`src/rtl/dezm_pkg.sv`:
```
// Shared types, constants and tables for the dual-energy effective-Z mapper.
`default_nettype none
package dezm_pkg;

  // Defaults for the top-level parameter and the configuration registers
  localparam int unsigned MaxRowsDefault = 256;
  localparam int unsigned DetsReset      = 139;
  localparam int unsigned SlicesReset    = 216;

  // Queue between the front and the back engine
  localparam int unsigned QueueDepth = 4;
  localparam int unsigned QueuePtrW  = $clog2(QueueDepth);

  // Ratio and Z limits
  localparam logic [14:0] FallbackQ14 = 15'd164;
  localparam logic [14:0] LimitQ14    = 15'd24576;
  localparam logic [14:0] ZCapQ8      = 15'd25600;
  // Largest ratio that takes the power-law fit, and the first quadratic fit
  localparam logic [14:0] PowBound    = 15'd9830;
  localparam logic [14:0] QuadBound   = 15'd18022;

  // Fit coefficients (Q16 for the quadratics)
  localparam logic [30:0] TScale  = 31'd219039;
  localparam logic [30:0] ZScale  = 31'd11380;
  localparam logic [30:0] QuadALo = 31'd4722288;
  localparam logic [30:0] QuadBLo = 31'd2107597;
  localparam logic [30:0] QuadCLo = 31'd151744;
  localparam logic [30:0] QuadAHi = 31'd138848321;
  localparam logic [30:0] QuadBHi = 31'd296486876;
  localparam logic [30:0] QuadCHi = 31'd161684135;

  // Log2 offsets in Q16
  localparam logic [20:0] Log16Q16 = 21'd1048576;
  localparam logic [19:0] Log14Q16 = 20'd917504;

  // Configuration register indexes
  typedef enum logic [0:0] {
    CFG_DETS   = 1'b0,
    CFG_SLICES = 1'b1
  } cfg_idx_e;

  // Input request
  typedef struct packed {
    logic [16:0] trans_low;
    logic [16:0] trans_high;
  } in_t;

  // Result request
  typedef struct packed {
    logic [14:0] ratio_value;
    logic [14:0] zeff_value;
    logic [15:0] pixel_column;
    logic [7:0]  pixel_row;
    logic        last_in_run;
  } res_t;

  // Pixel handed from the front to the back engine
  typedef struct packed {
    logic [16:0] lo;
    logic [16:0] hi;
    logic [15:0] col;
    logic [7:0]  row;
    logic        last;
  } pix_t;

  typedef enum logic [1:0] {
    FS_IDLE,
    FS_EXEC,
    FS_PUSH
  } front_state_e;

  typedef enum logic [3:0] {
    BS_IDLE,
    BS_LOG_INIT,
    BS_LOG_ITER,
    BS_DIV,
    BS_RATIO,
    BS_ZSEL,
    BS_POW_T,
    BS_POW_EXP,
    BS_POW_MUL,
    BS_POW_FIN,
    BS_QUAD_SQ,
    BS_QUAD_A,
    BS_QUAD_B,
    BS_QUAD_FIN,
    BS_OUT
  } back_state_e;

  typedef enum logic [1:0] {
    LOG_LO,
    LOG_HI,
    LOG_Q
  } log_sel_e;

  // Factors 2^(-2^-i) in Q1.30, entry 0 is one half
  typedef logic [16:0][30:0] exp_tab_t;

  function automatic logic [63:0] isqrt64(input logic [63:0] v_in);
    logic [63:0] v;
    logic [63:0] res;
    logic [63:0] bit_v;
    v     = v_in;
    res   = '0;
    bit_v = 64'd1 << 62;
    for (int k = 0; k < 32; k++) begin
      if (bit_v > v) bit_v = bit_v >> 2;
    end
    for (int k = 0; k < 32; k++) begin
      if (bit_v != 0) begin
        if (v >= res + bit_v) begin
          v   = v - (res + bit_v);
          res = (res >> 1) + bit_v;
        end else begin
          res = res >> 1;
        end
        bit_v = bit_v >> 2;
      end
    end
    return res;
  endfunction

  function automatic exp_tab_t build_exp_tab();
    exp_tab_t    tab;
    logic [63:0] prev;
    prev   = 64'd1 << 29;
    tab[0] = prev[30:0];
    for (int i = 1; i <= 16; i++) begin
      prev   = isqrt64(prev << 30);
      tab[i] = prev[30:0];
    end
    return tab;
  endfunction

  localparam exp_tab_t ExpTab = build_exp_tab();

endpackage
`default_nettype wire

```
`src/rtl/dezm_queue.sv`:
```
// Short pixel queue between the front and the back engine.
`default_nettype none
module dezm_queue (
  input  wire logic           clk_i,
  input  wire logic           rst_ni,
  input  wire logic           push_valid_i,
  input  wire dezm_pkg::pix_t push_data_i,
  output logic                full_o,
  input  wire logic           pop_i,
  output dezm_pkg::pix_t      pop_data_o,
  output logic                empty_o
);

  localparam int unsigned PtrW = dezm_pkg::QueuePtrW;

  dezm_pkg::pix_t entries_q [dezm_pkg::QueueDepth];
  logic [PtrW-1:0] wr_ptr_q, rd_ptr_q;
  logic [PtrW:0]   count_q;
  logic            push;
  logic            pop;

  assign full_o     = (count_q == (PtrW + 1)'(dezm_pkg::QueueDepth));
  assign empty_o    = (count_q == '0);
  assign push       = push_valid_i && !full_o;
  assign pop        = pop_i && !empty_o;
  assign pop_data_o = entries_q[rd_ptr_q];

  // Pointers and fill level
  always_ff @(posedge clk_i or negedge rst_ni) begin
    if (!rst_ni) begin
      wr_ptr_q <= '0;
      rd_ptr_q <= '0;
      count_q  <= '0;
    end else begin
      if (push) wr_ptr_q <= wr_ptr_q + PtrW'(1);
      if (pop)  rd_ptr_q <= rd_ptr_q + PtrW'(1);
      if (push && !pop)      count_q <= count_q + (PtrW + 1)'(1);
      else if (pop && !push) count_q <= count_q - (PtrW + 1)'(1);
    end
  end

  // Storage
  always_ff @(posedge clk_i) begin
    if (push) entries_q[wr_ptr_q] <= push_data_i;
  end

endmodule
`default_nettype wire

```
`config.mk`:
```
export PLATFORM = sky130hd
export DESIGN_NAME = dezm_queue
export DESIGN_NICKNAME = d
export VERILOG_FILES = /design/src/rtl/dezm_pkg.sv /design/src/rtl/dezm_queue.sv
export SDC_FILE = /design/constraint.sdc
export NUM_CORES = 1
export LEC_CHECK = 0
export ABC_AREA = 1
export BUFFER_PORTS_ARGS = -buffer_cell sky130_fd_sc_hd__buf_2
export CAP_MARGIN = 20
export CORE_ASPECT_RATIO = 2
export CORE_UTILIZATION = 58
export DETAILED_ROUTE_END_ITERATION = 8
export PLACE_DENSITY_LB_ADDON = 0.05
export SLEW_MARGIN = 20
export SYNTH_ARGS = -nofsm -noshare
export SYNTH_HDL_FRONTEND = slang
export SYNTH_SLANG_ARGS = --single-unit
```
`constraint.sdc`:
```
create_clock -name clk_i -period 4.71 [get_ports clk_i]
set_clock_uncertainty 0.15 [all_clocks]
set_input_delay 0.471 -clock clk_i [delete_from_list [all_inputs] [get_ports clk_i]]
set_output_delay 0.471 -clock clk_i [all_outputs]
set_load 0.02 [all_outputs]
```
Word level (Yosys, flattened, before mapping):

Memory sizes are Yosys's and may differ from the RTL's.
Cells that the tools add are included.

* flip-flop bits (word level): 7
* bits in latches: 0
* memory bits (writable): 236
* memory bits (read-only): 0
* input port bits: 63
* output and inout bits: 61
* word-level logic and storage cells: 23
* memories: 1

Memory list
* entries_q: depth 4, bits a word 59, rd ports 1, clocked after memory_dff 0, wr ports 1, line dezm_queue.sv:16 `dezm_pkg::pix_t entries_q [dezm_pkg::QueueDepth];`

* add/sub/neg operators: 4
* multiply operators: 0
* divide/modulo/power cells: 0
* $lt $le $gt $ge: 0
* equality and inequality tests: 1
* shift operators: 0
* mux-type cells: 4
* bitwise gates (word level): 0
* reduce and logical (&&, ||, !) cells: 10

Operators with widths (number)
* 3-bit two-way mux: 2
* 2-bit by 1-bit adder with 2-bit output (second input constant): 2
* 1-bit logical AND: 4
* 1-bit zero test: 4
* 3-bit by 1-bit adder with 3-bit output (second input constant): 1
* 3-bit equality test (second input constant): 1
* 3-bit zero test: 1
* 3-bit by 1-bit subtractor with 3-bit output (second input constant): 1
* 1-bit two-way mux: 2
* 2-bit nonzero test: 1

Longest topological paths before layout:

* depth in word-level cells: 7
* gate-level depth with buffers: 12
* gate-level depth less buffers: 12

Worst setup path after synthesis:

Ideal clock, no wire load.

* path kind: register to register
* start point: register count_q[0]
* end point: memory entries_q[0][0] in the netlist's numbering, enable pin
* library setup time: 476 ps
* arrival: 3196 ps
* data required time: 4084 ps
* path slack: 888 ps
* stages on the path, launching flop included: 5
* buffers on the path: 0
* clock period less this slack: 3822 ps
* cell sequence: dfrtp_1 -> inv_1 -> nand3_1 -> nand2_1 -> nor2_1

* word-level cells in the longest chain between the ends: 5

Ends and longest elaborated chain
* start: declaration: line dezm_queue.sv:18 `logic [PtrW:0] count_q;`
* start signal: assignment: line dezm_queue.sv:37 `if (push && !pop) count_q <= count_q + (PtrW + 1)'(1);`
* start signal: assignment: line dezm_queue.sv:38 `else if (pop && !push) count_q <= count_q - (PtrW + 1)'(1);`
* 3-bit equality test: line dezm_queue.sv:22 `assign full_o = (count_q == (PtrW + 1)'(dezm_pkg::QueueDepth));`
* 1-bit zero test: line dezm_queue.sv:24 `assign push = push_valid_i && !full_o;`
* 1-bit logical AND: line dezm_queue.sv:24
* 1-bit two-way mux: line dezm_queue.sv:44 `if (push) entries_q[wr_ptr_q] <= push_data_i;`
* 1-bit two-way mux (not written as such): line dezm_queue.sv:44
* end: declaration: line dezm_queue.sv:16

Every way passes these cells.

==> results_dict.tcl <==
set metrics [dict create \
    outcome "complete, no violations" \
    grt_remaining_overflow 0 \
    final_nets 937 \
    power.density_cell_area_nw_per_um2 649 \
    first_pass_grt_wire_length_mm 29.6 \
    reg2reg_from "count_q[0]" \
    postSynth.topFlopCell "sky130_fd_sc_hd__edfxtp_1" \
    worst_hold_slack_ns 0.0356 \
    h_tree_level_count 1 \
    achievable-frequency_mhz 303 \
    static-leakage-power_nw 4.61 \
    synth-edff-count 236 \
    critPathLaunch "rd_ptr_q[0]" \
    ys.warnings.count 0 \
    detailed_place_hpwl_mm 11.6 \
    worst_path_max_delay_cell "sky130_fd_sc_hd__inv_6" \
    min_path_type "input pin to flop" \
    asyncSetResetFlopFracSynth 0.0288 \
    worst_slew_pin_slew_ns 0.997 \
    rr_endpoint "entries_q[0][3]" \
    die_width_um 94.3 \
    post-synth-top-area-cell "sky130_fd_sc_hd__edfxtp_1" \
    floorplan.die_area_um2 17600 \
    routed_wire_length_per_instance_um 17.2 \
    critical_path.cell_chain "inv_6, buf_12, nand2_1, o211ai_1, nand2_1, buf_2" \
    detail-route-antenna-nets 0 \
    synth_top_cell_area_share 0.717 \
    worst-setup-path-type "flop to output port" \
    layout.area.seq_um2 7260 \
    grt_use_total 0.221 \
    timing.final.max_slew_violations 0 \
    critPathCaptureType "output port" \
    finish.utilization 0.675 \
    cts_tree "done" \
    synth.top_cells.by_area "sky130_fd_sc_hd__edfxtp_1 72%, sky130_fd_sc_hd__o211ai_1 9.0%, sky130_fd_sc_hd__nand2_1 7.4%" \
    number_of_maximum_capacitance_violations 0 \
    y_dimension_of_the_die_um 187 \
    grt_max_degree 143 \
    syn-mean-instance-area_um2 13.2 \
    worst_slew_margin_rel 0.333 \
    detailedRoute.firstPassIterationCount 4 \
    start_kind "flop" \
    flow.area_growth_from_synthesis_pct 14.0 \
    hold_viol_final 0 \
    critical_path.endpoint "pop_data_o[55]" \
    setup_repair_after_global_routing_missed_its_margin "no" \
    ctsRootBufferMaster "sky130_fd_sc_hd__clkbuf_16" \
    reg2reg_setup_slack_ns 2.01 \
    cp_slowest_stage_delay_ns 0.67 \
    numCtsBuffers 20 \
    cts.reportedPaths.clkPinSlew_ns 0.07 \
    antenna_violations_before_repair 2 \
    vias 5827 \
    drt_iter0_markers 278 \
    synthesis.nets 819 \
    fin_crit_sh 0.700 \
    stdcell_area_um2 11300 \
    remaining_drc_errors 0 \
    numPortBuffers 123 \
    ir_drop_uv 478 \
    finalSetupTns_ns 0 \
    clock_sinks 243 \
    placementRows 67 \
    core_area_um2 16700 \
    synthDistinctLibCells 17 \
    start_util 0.593 \
    wirelength_mm 18.8 \
    yosysMostFrequentCell "sky130_fd_sc_hd__edfxtp_1" \
    crit_path_max_fanout 142 \
    gp_routability_congestion 0.831 \
    report.final.setup_viol 0 \
    path_common_cell "sky130_fd_sc_hd__nand2_1" \
    period_minus_slack_ns 3.30 \
    ioPinCount 124 \
    insertion_delay_ns 0.49 \
    crit_required_ns 4.09 \
    multi_input_area_um2 1800 \
    hold_path_startpoint "push_data_i[33]" \
    cp.arrival_ns 2.68 \
    clock_path_buffers 3 \
    share_of_post_route_cells_with_drive_strength_above_1 0.196 \
    ys_top_cells_by_count "236 x sky130_fd_sc_hd__edfxtp_1, 195 x sky130_fd_sc_hd__nand2_1, 133 x sky130_fd_sc_hd__inv_1, 118 x sky130_fd_sc_hd__o211ai_1, 23 x sky130_fd_sc_hd__buf_6" \
    synth.yosys.seq_area_share 0.735 \
    vias_in_the_first_global_route 6107 \
    fill_cells 1178 \
    synth.cell_area_um2 9880 \
    routed_via_density 5.34 \
    design_power_total_mw 7.31 \
    postSynthRegisterBits 243 \
    r2r.worst_path.cells 5 \
    netlist_instances 750 \
    placement.cell_area_um2 10600 \
]
[logic make-up (layout without fill, tap and decap cells)]
| logic type | Yosys count | in the layout | share of synthesized area |
|---|---|---|---|
| xor+xnor | 1 | 1 | 0.000886 |
| other cells | 0 | 2 | 0 |
| buf+inv | 174 | 306 | 0.0862 |
| compound gates | 119 | 119 | 0.0901 |
| fa+ha+maj | 6 | 6 | 0.00835 |
| flops | 243 | 243 | 0.735 |
| simple gates | 207 | 207 | 0.0797 |
[layout by cell type, fill, tap and decap left out, drive strengths merged, types with 2 or more instances in the layout]
master | synthesis | final
buf | 38 | 134
bufinv | 0 | 3
clkbuf | 1 | 22
clkinv | 0 | 8
clkinvlp | 0 | 3
dfrtp | 7 | 7
diode | 0 | 2
edfxtp | 236 | 236
ha | 5 | 5
inv | 135 | 135
nand2 | 195 | 195
nand3 | 7 | 7
nor2 | 4 | 4
o211ai | 118 | 118
[repair_timing]
| action | in CTS | in global routing |
|---|---|---|
| hold buffers | 1 | 0 |
| buffers inserted | 0 | 0 |
| resized for setup | 0 | 0 |
| hold endpoints to repair | 7 | 0 |
[sequential cells by signal, indices dropped and copies added (netlist names)]
name	flops
count_q	3
entries_q	236
rd_ptr_q	2
wr_ptr_q	2
[worst min path at each step]
| stage | end | slack, ns | cells after the start |
|---|---|---|---|
| 6_report | entries_q[0][33] | 0.04 | 1 |
| 5_1_grt | entries_q[3][46] | 0.03 | 1 |
| 4_1_cts | entries_q[0][33] | 0.02 | 1 |
| 3_5_place_dp | wr_ptr_q[0] | 0.17 | 1 |
| 3_3_place_gp | count_q[2] | 0.16 | 1 |
| 2_1_floorplan | count_q[0] | 0.03 | 0 |
[layout make-up]
class | instances | share of cell area
sequential | 243 | 0.645
clock buffer | 22 | 0.0470
inverter | 135 | 0.0454
clock inverter | 14 | 0.0139
timing repair buffer | 135 | 0.0657
multi-input combinational | 333 | 0.160
tap | 207 | 0.0230
antenna | 2 | 0.000444
[stage by stage]
step | setup WS, ns | cells
finish | 1.41 | 1091
global route | 1.26 | 1091
CTS | 1.47 | 1089
detailed placement | 2.00 | 1052
global placement | 2.01 | 1051
floorplan | 0.888 | 750
[worst max-delay path: cells and delay by family (launching register included)]
kind | cells | cell delay (ns)
compound gates | 1 | 0.12
flops | 1 | 0.44
buf+inv | 3 | 1.22
simple gates | 2 | 0.20
[per-layer routing]
metal	track usage	up-vias	wire length, µm
met1	0.233	2784	6660
met3	0.0359	55	805
met2	0.413	151	10500
met4	0.104	0	815
met5	0	-	0
li1	-	2837	-
[where the power goes]
| part | internal [mW] | total [mW] | switching (mW) | leakage (nW) |
|---|---|---|---|---|
| registers | 2.84 | 2.95 | 0.109 | 2.25 |
| clock network | 0.983 | 1.71 | 0.728 | 0.327 |
| logic | 0.765 | 2.65 | 1.88 | 2.03 |
| total | 4.59 | 7.31 | 2.72 | 4.61 |
Note: power is estimated with default switching activity, not from simulation.
