<file path="src/rtl/dezm_pkg.sv">
// Shared types, constants and tables for the dual-energy effective-Z mapper.
`default_nettype none
package dezm_pkg;

  // Defaults for the top-level parameter and the configuration registers
  localparam int unsigned MaxRowsDefault = 256;
  localparam int unsigned DetsReset      = 139;
  localparam int unsigned SlicesReset    = 216;

  // Queue between the front and the back engine
  localparam int unsigned QueueDepth = 4;
  localparam int unsigned QueuePtrW  = $clog2(QueueDepth);

  // Ratio and Z limits
  localparam logic [14:0] FallbackQ14 = 15'd164;
  localparam logic [14:0] LimitQ14    = 15'd24576;
  localparam logic [14:0] ZCapQ8      = 15'd25600;
  // Largest ratio that takes the power-law fit, and the first quadratic fit
  localparam logic [14:0] PowBound    = 15'd9830;
  localparam logic [14:0] QuadBound   = 15'd18022;

  // Fit coefficients (Q16 for the quadratics)
  localparam logic [30:0] TScale  = 31'd219039;
  localparam logic [30:0] ZScale  = 31'd11380;
  localparam logic [30:0] QuadALo = 31'd4722288;
  localparam logic [30:0] QuadBLo = 31'd2107597;
  localparam logic [30:0] QuadCLo = 31'd151744;
  localparam logic [30:0] QuadAHi = 31'd138848321;
  localparam logic [30:0] QuadBHi = 31'd296486876;
  localparam logic [30:0] QuadCHi = 31'd161684135;

  // Log2 offsets in Q16
  localparam logic [20:0] Log16Q16 = 21'd1048576;
  localparam logic [19:0] Log14Q16 = 20'd917504;

  // Configuration register indexes
  typedef enum logic [0:0] {
    CFG_DETS   = 1'b0,
    CFG_SLICES = 1'b1
  } cfg_idx_e;

  // Input request
  typedef struct packed {
    logic [16:0] trans_low;
    logic [16:0] trans_high;
  } in_t;

  // Result request
  typedef struct packed {
    logic [14:0] ratio_value;
    logic [14:0] zeff_value;
    logic [15:0] pixel_column;
    logic [7:0]  pixel_row;
    logic        last_in_run;
  } res_t;

  // Pixel handed from the front to the back engine
  typedef struct packed {
    logic [16:0] lo;
    logic [16:0] hi;
    logic [15:0] col;
    logic [7:0]  row;
    logic        last;
  } pix_t;

  typedef enum logic [1:0] {
    FS_IDLE,
    FS_EXEC,
    FS_PUSH
  } front_state_e;

  typedef enum logic [3:0] {
    BS_IDLE,
    BS_LOG_INIT,
    BS_LOG_ITER,
    BS_DIV,
    BS_RATIO,
    BS_ZSEL,
    BS_POW_T,
    BS_POW_EXP,
    BS_POW_MUL,
    BS_POW_FIN,
    BS_QUAD_SQ,
    BS_QUAD_A,
    BS_QUAD_B,
    BS_QUAD_FIN,
    BS_OUT
  } back_state_e;

  typedef enum logic [1:0] {
    LOG_LO,
    LOG_HI,
    LOG_Q
  } log_sel_e;

  // Factors 2^(-2^-i) in Q1.30, entry 0 is one half
  typedef logic [16:0][30:0] exp_tab_t;

  function automatic logic [63:0] isqrt64(input logic [63:0] v_in);
    logic [63:0] v;
    logic [63:0] res;
    logic [63:0] bit_v;
    v     = v_in;
    res   = '0;
    bit_v = 64'd1 << 62;
    for (int k = 0; k < 32; k++) begin
      if (bit_v > v) bit_v = bit_v >> 2;
    end
    for (int k = 0; k < 32; k++) begin
      if (bit_v != 0) begin
        if (v >= res + bit_v) begin
          v   = v - (res + bit_v);
          res = (res >> 1) + bit_v;
        end else begin
          res = res >> 1;
        end
        bit_v = bit_v >> 2;
      end
    end
    return res;
  endfunction

  function automatic exp_tab_t build_exp_tab();
    exp_tab_t    tab;
    logic [63:0] prev;
    prev   = 64'd1 << 29;
    tab[0] = prev[30:0];
    for (int i = 1; i <= 16; i++) begin
      prev   = isqrt64(prev << 30);
      tab[i] = prev[30:0];
    end
    return tab;
  endfunction

  localparam exp_tab_t ExpTab = build_exp_tab();

endpackage
`default_nettype wire

</file>
<file path="src/rtl/dezm_back.sv">
// Back engine: log ratio and effective-Z fit on one shared multiplier.
`default_nettype none
module dezm_back (
  input  wire logic           clk_i,
  input  wire logic           rst_ni,
  input  wire logic           empty_i,
  input  wire dezm_pkg::pix_t pop_data_i,
  output logic                pop_o,
  output logic                out_valid_o,
  output dezm_pkg::res_t      out_data_o,
  input  wire logic           out_stall_i
);

  dezm_pkg::back_state_e state_q, state_d;
  dezm_pkg::log_sel_e    sel_q;
  dezm_pkg::pix_t        ent_q;

  logic [5:0]  cnt_q;
  logic [3:0]  e_q;
  logic [30:0] y_q;
  logic [15:0] frac_q;
  logic [20:0] nl_q;
  logic [34:0] num_q;
  logic [20:0] rem_q;
  logic [14:0] q_q;
  logic [19:0] l_q;
  logic [5:0]  tn_q;
  logic [15:0] tf_q;
  logic [30:0] p_q;
  logic [57:0] m_q;
  logic [58:0] pos_q;
  logic [57:0] neg_q;
  logic        quad_hi_q;
  logic [14:0] z_q;

  logic [30:0] mul_a, mul_b;
  logic [61:0] prod;
  logic        fallback;
  logic [15:0] log_x;
  logic [3:0]  lead;
  logic [30:0] y_init;
  logic [31:0] sq_t;
  logic        sq_bit;
  logic [19:0] log_val;
  logic [20:0] n_val;
  logic        log_last;
  logic [21:0] trial;
  logic        trial_ge;
  logic [21:0] t_val;
  logic [59:0] pow_sum;
  logic [59:0] pow_sh;
  logic [58:0] quad_diff;
  logic [22:0] quad_z;
  logic [58:0] c_shift;

  assign prod = mul_a * mul_b;

  // Input checks on a popped pixel
  assign fallback = pop_data_i.lo[16] || pop_data_i.hi[16]
                 || (pop_data_i.lo == '0) || (pop_data_i.hi == '0);

  // Log2 operand, leading one and normalized mantissa
  always_comb begin
    unique case (sel_q)
      dezm_pkg::LOG_LO: log_x = ent_q.lo[15:0];
      dezm_pkg::LOG_HI: log_x = ent_q.hi[15:0];
      default:          log_x = {1'b0, q_q};
    endcase
    lead = '0;
    for (int k = 0; k < 16; k++) begin
      if (log_x[k]) lead = 4'(k);
    end
  end
  assign y_init = 31'(log_x) << (5'd30 - 5'(lead));

  // Squaring step
  assign sq_t     = prod[61:30];
  assign sq_bit   = sq_t[31];
  assign log_val  = {e_q, frac_q[14:0], sq_bit};
  assign n_val    = dezm_pkg::Log16Q16 - 21'(log_val);
  assign log_last = (cnt_q == 6'd15);

  // Restoring divide step
  assign trial    = {rem_q, num_q[34]};
  assign trial_ge = trial >= {1'b0, nl_q};

  // Power-law exponent and final scale
  assign t_val    = prod[37:16];
  assign pow_sum  = {2'b0, m_q} + (60'd1 << (6'd29 + tn_q));
  assign pow_sh   = pow_sum >> (6'd30 + tn_q);

  // Quadratic result
  assign c_shift   = 59'(quad_hi_q ? dezm_pkg::QuadCHi : dezm_pkg::QuadCLo) << 28;
  assign quad_diff = pos_q - {1'b0, neg_q} + (59'd1 << 35);
  assign quad_z    = quad_diff[58:36];

  // Next state
  always_comb begin
    state_d = state_q;
    unique case (state_q)
      dezm_pkg::BS_IDLE: begin
        if (!empty_i) state_d = fallback ? dezm_pkg::BS_ZSEL : dezm_pkg::BS_LOG_INIT;
      end
      dezm_pkg::BS_LOG_INIT: state_d = dezm_pkg::BS_LOG_ITER;
      dezm_pkg::BS_LOG_ITER: begin
        if (log_last) begin
          unique case (sel_q)
            dezm_pkg::LOG_LO: state_d = dezm_pkg::BS_LOG_INIT;
            dezm_pkg::LOG_HI: state_d = dezm_pkg::BS_DIV;
            default:          state_d = dezm_pkg::BS_POW_T;
          endcase
        end
      end
      dezm_pkg::BS_DIV:   if (cnt_q == 6'd34) state_d = dezm_pkg::BS_RATIO;
      dezm_pkg::BS_RATIO: state_d = dezm_pkg::BS_ZSEL;
      dezm_pkg::BS_ZSEL: begin
        state_d = (q_q <= dezm_pkg::PowBound) ? dezm_pkg::BS_LOG_INIT
                                              : dezm_pkg::BS_QUAD_SQ;
      end
      dezm_pkg::BS_POW_T: begin
        state_d = (t_val[21:16] >= 6'd30) ? dezm_pkg::BS_OUT : dezm_pkg::BS_POW_EXP;
      end
      dezm_pkg::BS_POW_EXP:  if (cnt_q == 6'd16) state_d = dezm_pkg::BS_POW_MUL;
      dezm_pkg::BS_POW_MUL:  state_d = dezm_pkg::BS_POW_FIN;
      dezm_pkg::BS_POW_FIN:  state_d = dezm_pkg::BS_OUT;
      dezm_pkg::BS_QUAD_SQ:  state_d = dezm_pkg::BS_QUAD_A;
      dezm_pkg::BS_QUAD_A:   state_d = dezm_pkg::BS_QUAD_B;
      dezm_pkg::BS_QUAD_B:   state_d = dezm_pkg::BS_QUAD_FIN;
      dezm_pkg::BS_QUAD_FIN: state_d = dezm_pkg::BS_OUT;
      dezm_pkg::BS_OUT:      if (!out_stall_i) state_d = dezm_pkg::BS_IDLE;
      default:               state_d = dezm_pkg::BS_IDLE;
    endcase
  end

  // Outputs and multiplier operands
  always_comb begin
    pop_o       = 1'b0;
    out_valid_o = 1'b0;
    mul_a       = '0;
    mul_b       = '0;
    unique case (state_q)
      dezm_pkg::BS_IDLE:     pop_o = !empty_i;
      dezm_pkg::BS_LOG_ITER: begin
        mul_a = y_q;
        mul_b = y_q;
      end
      dezm_pkg::BS_POW_T: begin
        mul_a = 31'(l_q);
        mul_b = dezm_pkg::TScale;
      end
      dezm_pkg::BS_POW_EXP: begin
        mul_a = p_q;
        mul_b = dezm_pkg::ExpTab[cnt_q[4:0]];
      end
      dezm_pkg::BS_POW_MUL: begin
        mul_a = p_q;
        mul_b = dezm_pkg::ZScale;
      end
      dezm_pkg::BS_QUAD_SQ: begin
        mul_a = 31'(q_q);
        mul_b = 31'(q_q);
      end
      dezm_pkg::BS_QUAD_A: begin
        mul_a = quad_hi_q ? dezm_pkg::QuadAHi : dezm_pkg::QuadALo;
        mul_b = m_q[30:0];
      end
      dezm_pkg::BS_QUAD_B: begin
        mul_a = quad_hi_q ? dezm_pkg::QuadBHi : dezm_pkg::QuadBLo;
        mul_b = 31'(q_q);
      end
      dezm_pkg::BS_OUT:      out_valid_o = 1'b1;
      default: ;
    endcase
  end

  always_comb begin
    out_data_o.ratio_value  = q_q;
    out_data_o.zeff_value   = z_q;
    out_data_o.pixel_column = ent_q.col;
    out_data_o.pixel_row    = ent_q.row;
    out_data_o.last_in_run  = ent_q.last;
  end

  always_ff @(posedge clk_i or negedge rst_ni) begin
    if (!rst_ni) state_q <= dezm_pkg::BS_IDLE;
    else         state_q <= state_d;
  end

  // Datapath
  always_ff @(posedge clk_i) begin
    unique case (state_q)
      dezm_pkg::BS_IDLE: begin
        if (!empty_i) begin
          ent_q <= pop_data_i;
          sel_q <= dezm_pkg::LOG_LO;
          q_q   <= dezm_pkg::FallbackQ14;
        end
      end
      dezm_pkg::BS_LOG_INIT: begin
        y_q    <= y_init;
        e_q    <= lead;
        frac_q <= '0;
        cnt_q  <= '0;
      end
      dezm_pkg::BS_LOG_ITER: begin
        y_q    <= sq_bit ? sq_t[31:1] : sq_t[30:0];
        frac_q <= {frac_q[14:0], sq_bit};
        cnt_q  <= cnt_q + 6'd1;
        if (log_last) begin
          unique case (sel_q)
            dezm_pkg::LOG_LO: begin
              nl_q  <= n_val;
              sel_q <= dezm_pkg::LOG_HI;
            end
            dezm_pkg::LOG_HI: begin
              // Numerator with half-divisor rounding
              num_q <= {n_val, 14'b0} + 35'(nl_q >> 1);
              rem_q <= '0;
              cnt_q <= '0;
            end
            default: l_q <= dezm_pkg::Log14Q16 - log_val;
          endcase
        end
      end
      dezm_pkg::BS_DIV: begin
        rem_q <= trial_ge ? 21'(trial - {1'b0, nl_q}) : trial[20:0];
        num_q <= {num_q[33:0], trial_ge};
        cnt_q <= cnt_q + 6'd1;
      end
      dezm_pkg::BS_RATIO: begin
        // Drop out-of-range ratios to the fallback
        if (num_q == '0 || num_q > 35'(dezm_pkg::LimitQ14)) q_q <= dezm_pkg::FallbackQ14;
        else                                                q_q <= num_q[14:0];
      end
      dezm_pkg::BS_ZSEL: begin
        sel_q     <= dezm_pkg::LOG_Q;
        quad_hi_q <= (q_q > dezm_pkg::QuadBound);
      end
      dezm_pkg::BS_POW_T: begin
        tn_q  <= t_val[21:16];
        tf_q  <= t_val[15:0];
        p_q   <= 31'd1 << 30;
        cnt_q <= 6'd1;
        z_q   <= '0;
      end
      dezm_pkg::BS_POW_EXP: begin
        if (tf_q[15]) p_q <= prod[60:30];
        tf_q  <= {tf_q[14:0], 1'b0};
        cnt_q <= cnt_q + 6'd1;
      end
      dezm_pkg::BS_POW_MUL: m_q <= prod[57:0];
      dezm_pkg::BS_POW_FIN: begin
        z_q <= (pow_sh > 60'(dezm_pkg::ZCapQ8)) ? dezm_pkg::ZCapQ8 : pow_sh[14:0];
      end
      dezm_pkg::BS_QUAD_SQ: m_q   <= prod[57:0];
      dezm_pkg::BS_QUAD_A:  pos_q <= {1'b0, prod[57:0]} + c_shift;
      dezm_pkg::BS_QUAD_B:  neg_q <= {prod[43:0], 14'b0};
      dezm_pkg::BS_QUAD_FIN: begin
        // Clamp negative sums to zero and cap the top
        if (pos_q <= {1'b0, neg_q})                 z_q <= '0;
        else if (quad_z > 23'(dezm_pkg::ZCapQ8))    z_q <= dezm_pkg::ZCapQ8;
        else                                        z_q <= quad_z[14:0];
      end
      default: ;
    endcase
  end

endmodule
`default_nettype wire
</file>
<file path="config.mk">
export PLATFORM = sky130hd
export DESIGN_NAME = dezm_back
export DESIGN_NICKNAME = d
export VERILOG_FILES = /design/src/rtl/dezm_pkg.sv /design/src/rtl/dezm_back.sv
export SDC_FILE = /design/constraint.sdc
export NUM_CORES = 2
export LEC_CHECK = 0
export CAP_MARGIN = 15
export CORE_MARGIN = 2
export CORE_UTILIZATION = 54
export CTS_BUF_LIST = sky130_fd_sc_hd__clkbuf_8 sky130_fd_sc_hd__clkbuf_16
export DETAILED_ROUTE_END_ITERATION = 10
export DONT_BUFFER_PORTS = 1
export PLACE_DENSITY_LB_ADDON = 0.15
export REMOVE_ABC_BUFFERS = 1
export SYNTH_ARGS = -nofsm -noshare
export SYNTH_HDL_FRONTEND = slang
export SYNTH_SLANG_ARGS = --single-unit
</file>
<file path="constraint.sdc">
create_clock -name clk_i -period 18.2 [get_ports clk_i]
set_input_delay 1.82 -clock clk_i [delete_from_list [all_inputs] [get_ports clk_i]]
set_output_delay 1.82 -clock clk_i [all_outputs]
set_load 0.03 [all_outputs]
</file>
=== Word level (Yosys, flattened, before mapping) ===
Memory sizes are Yosys's and may differ from the RTL's. A register that Yosys moved wholly into a read port is not among the register bits.
Index checks and enable logic that the tools add are counted.

* Output and inout bits: 57
* Bits in registers: 461
* Input bits: 63
* Memories: 1
* Bits in read-only memories: 992

* Magnitude comparators: 9
* $add $sub $neg: 12
* Multiply operators: 1
* Bitwise operators: 2
* Mux-type cells: 62
* Equal/unequal tests: 26
* Reductions and logical operators: 31
* Shift operators: 3

{| class="wikitable"
|+ Memories
! name !! depth !! bits a word !! read ports !! clocked after memory_dff !! write ports !! RTL line !! text
|-
| (no name shown) || 32 || 31 || 1 || 1 || 0 || dezm_back.sv:153 || <nowiki>mul_b = dezm_pkg::ExpTab[cnt_q[4:0]];</nowiki>
|}

{| class="wikitable"
|+ Operators by type and width
! kind !! number
|-
| $pmux W31 S6 || 2
|-
| $pmux W31 S2 || 2
|-
| $mux W31 || 3
|-
| $mux W4 || 21
|-
| $mux W15 || 5
|-
| $mux W35 || 2
|-
| $pmux W35 S2 || 1
|-
| $pmux W16 S2 || 2
|-
| $mux W21 || 3
|-
| $mul A31 B31 Y62 || 1
|-
| $add A58 B60 Y60 || 1
|-
| $gt A60 B15 Y1 const B || 1
|-
| $pmux W15 S2 || 2
|-
| $shl A1 B6 Y60 const A || 1
|-
| $shr A60 B6 Y60 || 1
|-
| $add A58 B56 Y59 || 1
|-
| $add A59 B36 Y59 const B || 1
|-
| $le A59 B58 Y1 || 1
|-
| $sub A59 B58 Y59 || 1
|-
| $mux W28 || 2
|-
| $pmux W4 S14 || 1
|-
| $pmux W15 S3 || 1
|-
| $pmux W21 S2 || 1
|-
| $add A35 B20 Y35 || 1
|-
| other kinds (47) || 88
|}

=== Longest topological paths before layout ===
* Word-level depth: 20
* Gate-level depth with buffers: 54
* Depth with buffers taken out: 48

=== Worst setup path before layout ===
OpenSTA, ideal clock, no wires.

* Path type: register to register
* Start point: register state_q[3]
* End point: register num_q[33], data pin
* Cell stages (with the launch flop): 45
* Setup time: 271 ps
* Buffers on the path: 5
* Arrival time: 13,228 ps
* Slack: 4,702 ps
* Required time: 17,929 ps
* Path through: dfrtp_1 -> clkbuf_1 -> nand2b_1 -> nor2_1 -> clkbuf_1 -> clkbuf_1 -> a22oi_1 -> nand2_1 -> clkbuf_1 -> nand2_1 -> fa_1 -> inv_1 -> fa_1 -> inv_1 -> fa_1 -> inv_1 -> fa_1 -> fa_1 -> [9 not listed] -> o2bb2ai_1 -> a211o_1 -> a221oi_4 -> o2111ai_2 -> a21o_1 -> a311o_1 -> inv_2 -> clkbuf_1 -> ha_1 -> nand2_1 -> or4_1 -> nor4_1 -> xnor2_1 -> nand2b_1 -> nor4_1 -> nand3_2 -> xor2_1 -> a21oi_1

* Cells in the longest elaborated chain, start to end: 9
* Elaborated cells on any way between the ends: 18

{| class="wikitable"
|+ RTL lines
! item !! RTL line !! text
|-
| from (decl) || dezm_back.sv:14 || <nowiki>dezm_pkg::back_state_e state_q, state_d;</nowiki>
|-
| from (signal assigned) || dezm_back.sv:185 || <nowiki>if (!rst_ni) state_q <= dezm_pkg::BS_IDLE;</nowiki>
|-
| from (signal assigned) || dezm_back.sv:186 || <nowiki>else state_q <= state_d;</nowiki>
|-
| $eq A4 B3 Y1 or $eq A4 B4 Y1 (tied branches) || dezm_back.sv:141 || <nowiki>unique case (state_q)</nowiki>
|-
| $reduce_or A2 Y1 (no source line) || -- ||
|-
| $pmux W31 S6 || dezm_back.sv:141 ||
|-
| $mul A31 B31 Y62 (*) || dezm_back.sv:56 || <nowiki>assign prod = mul_a * mul_b;</nowiki>
|-
| $sub A21 B20 Y21 (*) || dezm_back.sv:80 || <nowiki>assign n_val = dezm_pkg::Log16Q16 - 21'(log_val);</nowiki>
|-
| net n_val[16] || dezm_back.sv:45 || <nowiki>logic [20:0] n_val;</nowiki>
|-
| $add A35 B20 Y35 (*) || dezm_back.sv:217 || <nowiki>num_q <= {n_val, 14'b0} + 35'(nl_q >> 1);</nowiki>
|-
| $mux W35 (*) || dezm_back.sv:210 || <nowiki>unique case (sel_q)</nowiki>
|-
| $mux W35 (*) || dezm_back.sv:209 || <nowiki>if (log_last) begin</nowiki>
|-
| $pmux W35 S2 (*) || dezm_back.sv:191 || <nowiki>unique case (state_q)</nowiki>
|-
| to (signal assigned) || dezm_back.sv:217 ||
|-
| to (signal assigned) || dezm_back.sv:227 || <nowiki>num_q <= {num_q[33:0], trial_ge};</nowiki>
|-
| to (decl) || dezm_back.sv:23 || <nowiki>logic [34:0] num_q;</nowiki>
|}

The timed path passes the listed nets; every way through them passes the cells marked *. The select of a mux whose other input is x is not followed.
A chain may end at the register's enable or synchronous reset.

=== Worst setup path in the final report ===
* Start point: register state_q[1]
* End point: register num_q[33], data pin

The elaborated chain is that of the path after synthesis.

==> results.yml <==
run_status:
  run_status: "complete, no violations"
critical_path:
  cpMostUsedCell: "fa_1"
  worst-path-max-fanout: 35
  worst-r2r-setup-slack_ps: 3030
  end_kind: "flop"
  cp-start-kind: "flop"
  crit_path_start: "state_q[1]"
  rr_worst_depth: 39
  slowest_stage: "nand2_1"
  crit_type: "flop to flop"
  r2r_end: "num_q[33]"
  critPathArrivalTime_ps: 15550
  crit-reg2reg-launch: "state_q[1]"
  worst_path_largest_cell_delay_ps: 880
  critPathRequiredTime_ps: 18590
synthesis:
  ys_seq_elements: 490
  syn_area_um2: 69630
  synth_cell_types: 121
  synthArstFlopShare_pct: 0.8163
  yosys.area_share.adder_pct: 33.34
  synth-compound-area-share_pct: 14.64
  synth_area_per_cell_um2: 8.804
  synth_top_family_by_area: "adder cells"
  synth_flop_cell: "edfxtp_1"
  synth_edf_count: 457
  ys_seq_area_share_pct: 20.69
  yosys.area_share.xor_xnor_pct: 2.476
  synthSimpleGateAreaFrac_pct: 17.86
  synthCells: 7909
  yosysWarnings: 0
  muxShareOfSynthArea_pct: 2.758
cells_and_area:
  layout-drive-gt1-share_pct: 5.873
  syn2layout_area_growth_pct: 5.378
  fillerInstances: 11610
  final_common_cell: "nand2_1"
  num-nets-final: 9105
  layout_common_cells: "nand2_1 (1060), inv_1 (1033), fa_1 (861)"
sta:
  skew_ps: 69.84
  timing.setup.tns_ps: 0
  hold_viol: 0
  tightest_slew_ps: 1276
  maxSlewViolCount: 0
  fin_crit_sh_pct: 83.33
  slew_headroom_pct: 14.94
  setup_viol: 0
  period_needed_ps: 15170
  fmax_ghz: 0.06594
  rsz0062_at_grt: "false"
floorplan:
  fp.dieH_um: 363.1
  ios: 120
  die_x_um: 363.1
  dieArea_um2: 131800
  start_util_pct: 54.53
  coreArea_um2: 127700
  num_rows: 131
clocking:
  cts-resized-gates: 0
  insertion_delay_ps: 690
  cts_root_buf: "clkbuf_16"
  numCtsBuffers: 52
  cts_htree_levels: 2
  clk_pin_slew_ps: 70
  clock_path_buffers: 3
  postCtsHoldBufs: 0
  post-cts-setup-buffer-count: 0
  cts_tree: "yes"
  numClockSinks: 490
grt:
  grtUsageTotal_pct: 41.55
  grt_pass1_vias: 60690
  grt_max_degree: 136
  antenna_found_initial: 12
  grt_pass1_wl_um: 403100
  grt_remaining_overflow: 0
drt:
  drc: 0
  first_pass_iters: 8
  detail_route.wirelength_um: 274000
  initialDrtViolationCount: 7574
  via_per_inst: 6.583
  num_vias: 61980
  ant_nets: 0
  wire_per_inst_um: 29.10
worst_hold_path:
  min_path_type: "flop to flop"
  min_to: "tf_q[10]"
  whs_path_depth: 2
  hold_path_startpoint: "tf_q[9]"
place:
  place_congestion: 1.029
  io_buffers: 0
  dp_hpwl_um: 212500
job:
  cap_viol_max_count: 0
==> cell usage after synthesis, types with 54 or more instances <==
master	instances	share of area [%]
nand2_1	1060	5.7
inv_1	1030	5.6
nor2_1	862	4.6
fa_1	861	25
ha_1	478	8.6
edfxtp_1	457	20
a21oi_1	376	2.7
clkbuf_1	320	1.7
o21ai_0	248	1.8
nand3_1	132	0.95
xnor2_1	128	1.6
nor3_1	126	0.91
mux2i_1	115	1.7
a21o_1	95	1.0
nand4_1	89	0.80
and2_1	78	0.70
a31oi_1	68	0.61
xor2_1	67	0.84
a211oi_1	65	0.70
and3_1	64	0.58
nor4_1	64	0.58
nand2b_1	61	0.55
o211ai_1	54	0.58
o21a_1	54	0.58
==> state kept, by name (all words and copies together), names as in the netlist, 15 cells and up, named ones only <==
signal and cells:
neg_q 44, rem_q 21, p_q 31, ent_q 32, frac_q 15, y_q 31
l_q 20, m_q 58, nl_q 21, out_data_o 25, tf_q 16, q_q 15
z_q 15, num_q 35, pos_q 59
==> layer usage <==
layer	global-route usage, %	share of wire [%]
met5	0	0.018
met4	20.22	6.0
met3	12.43	12
met2	62.57	43
met1	54.79	38
==> cell families (layout without fill, tap and decap cells) <==
logic type / count (synthesis) / count (layout)
compound gates: 1493 / 1493
xor+xnor: 196 / 196
fa+ha+maj: 1339 / 1339
buf+inv: 1475 / 1313
flops: 490 / 490
mux: 164 / 164
other cells: 0 / 6
simple gates: 2752 / 2752
==> worst max-delay path by stage <==
stage	end	slack [ps]	cells past startpoint
final	num_q[33]	3030	39
after global routing	num_q[33]	2300	43
after CTS	num_q[33]	3370	40
after detailed placement	num_q[33]	3440	40
after global placement	num_q[33]	3800	43
after floorplan	num_q[32]	2630	42
==> through the flow <==
stage	instance area, um2	hold slack (ps)	worst slack [ps]	instances	utilization, %
2_1_floorplan	67790	483.6	2633	7470	-
3_3_place_gp	71420	493.0	3798	9308	55.93
3_5_place_dp	71420	497.2	3436	9309	55.94
4_1_cts	73340	516.3	3366	9407	57.44
5_1_grt	73360	545.3	2302	9409	57.45
6_report	73370	514.3	3034	9415	57.47
==> area by class of cell <==
type | instances | area [um2] | share of cell area (%)
repair buffers | 179 | 1361 | 1.855
diodes | 6 | 15.01 | 0.02046
flip-flops and latches | 490 | 14400 | 19.63
inverters | 1036 | 3889 | 5.300
multi-input cells | 5944 | 49710 | 67.75
clock inverters | 42 | 556.8 | 0.7588
clock buffers | 56 | 1356 | 1.848
well taps | 1662 | 2079 | 2.834
==> worst max-delay path, delay by kind of cell (launching register included) <==
| family | cells | cell delay (ps) |
|---|---|---|
| flops | 1 | 660 |
| simple gates | 14 | 4790 |
| xor+xnor | 2 | 470 |
| compound gates | 7 | 1940 |
| buf+inv | 6 | 2210 |
| fa+ha+maj | 10 | 4710 |
Power is not shown: default switching activity piles up to over one toggle a cycle in this logic, so the estimate is an artifact.
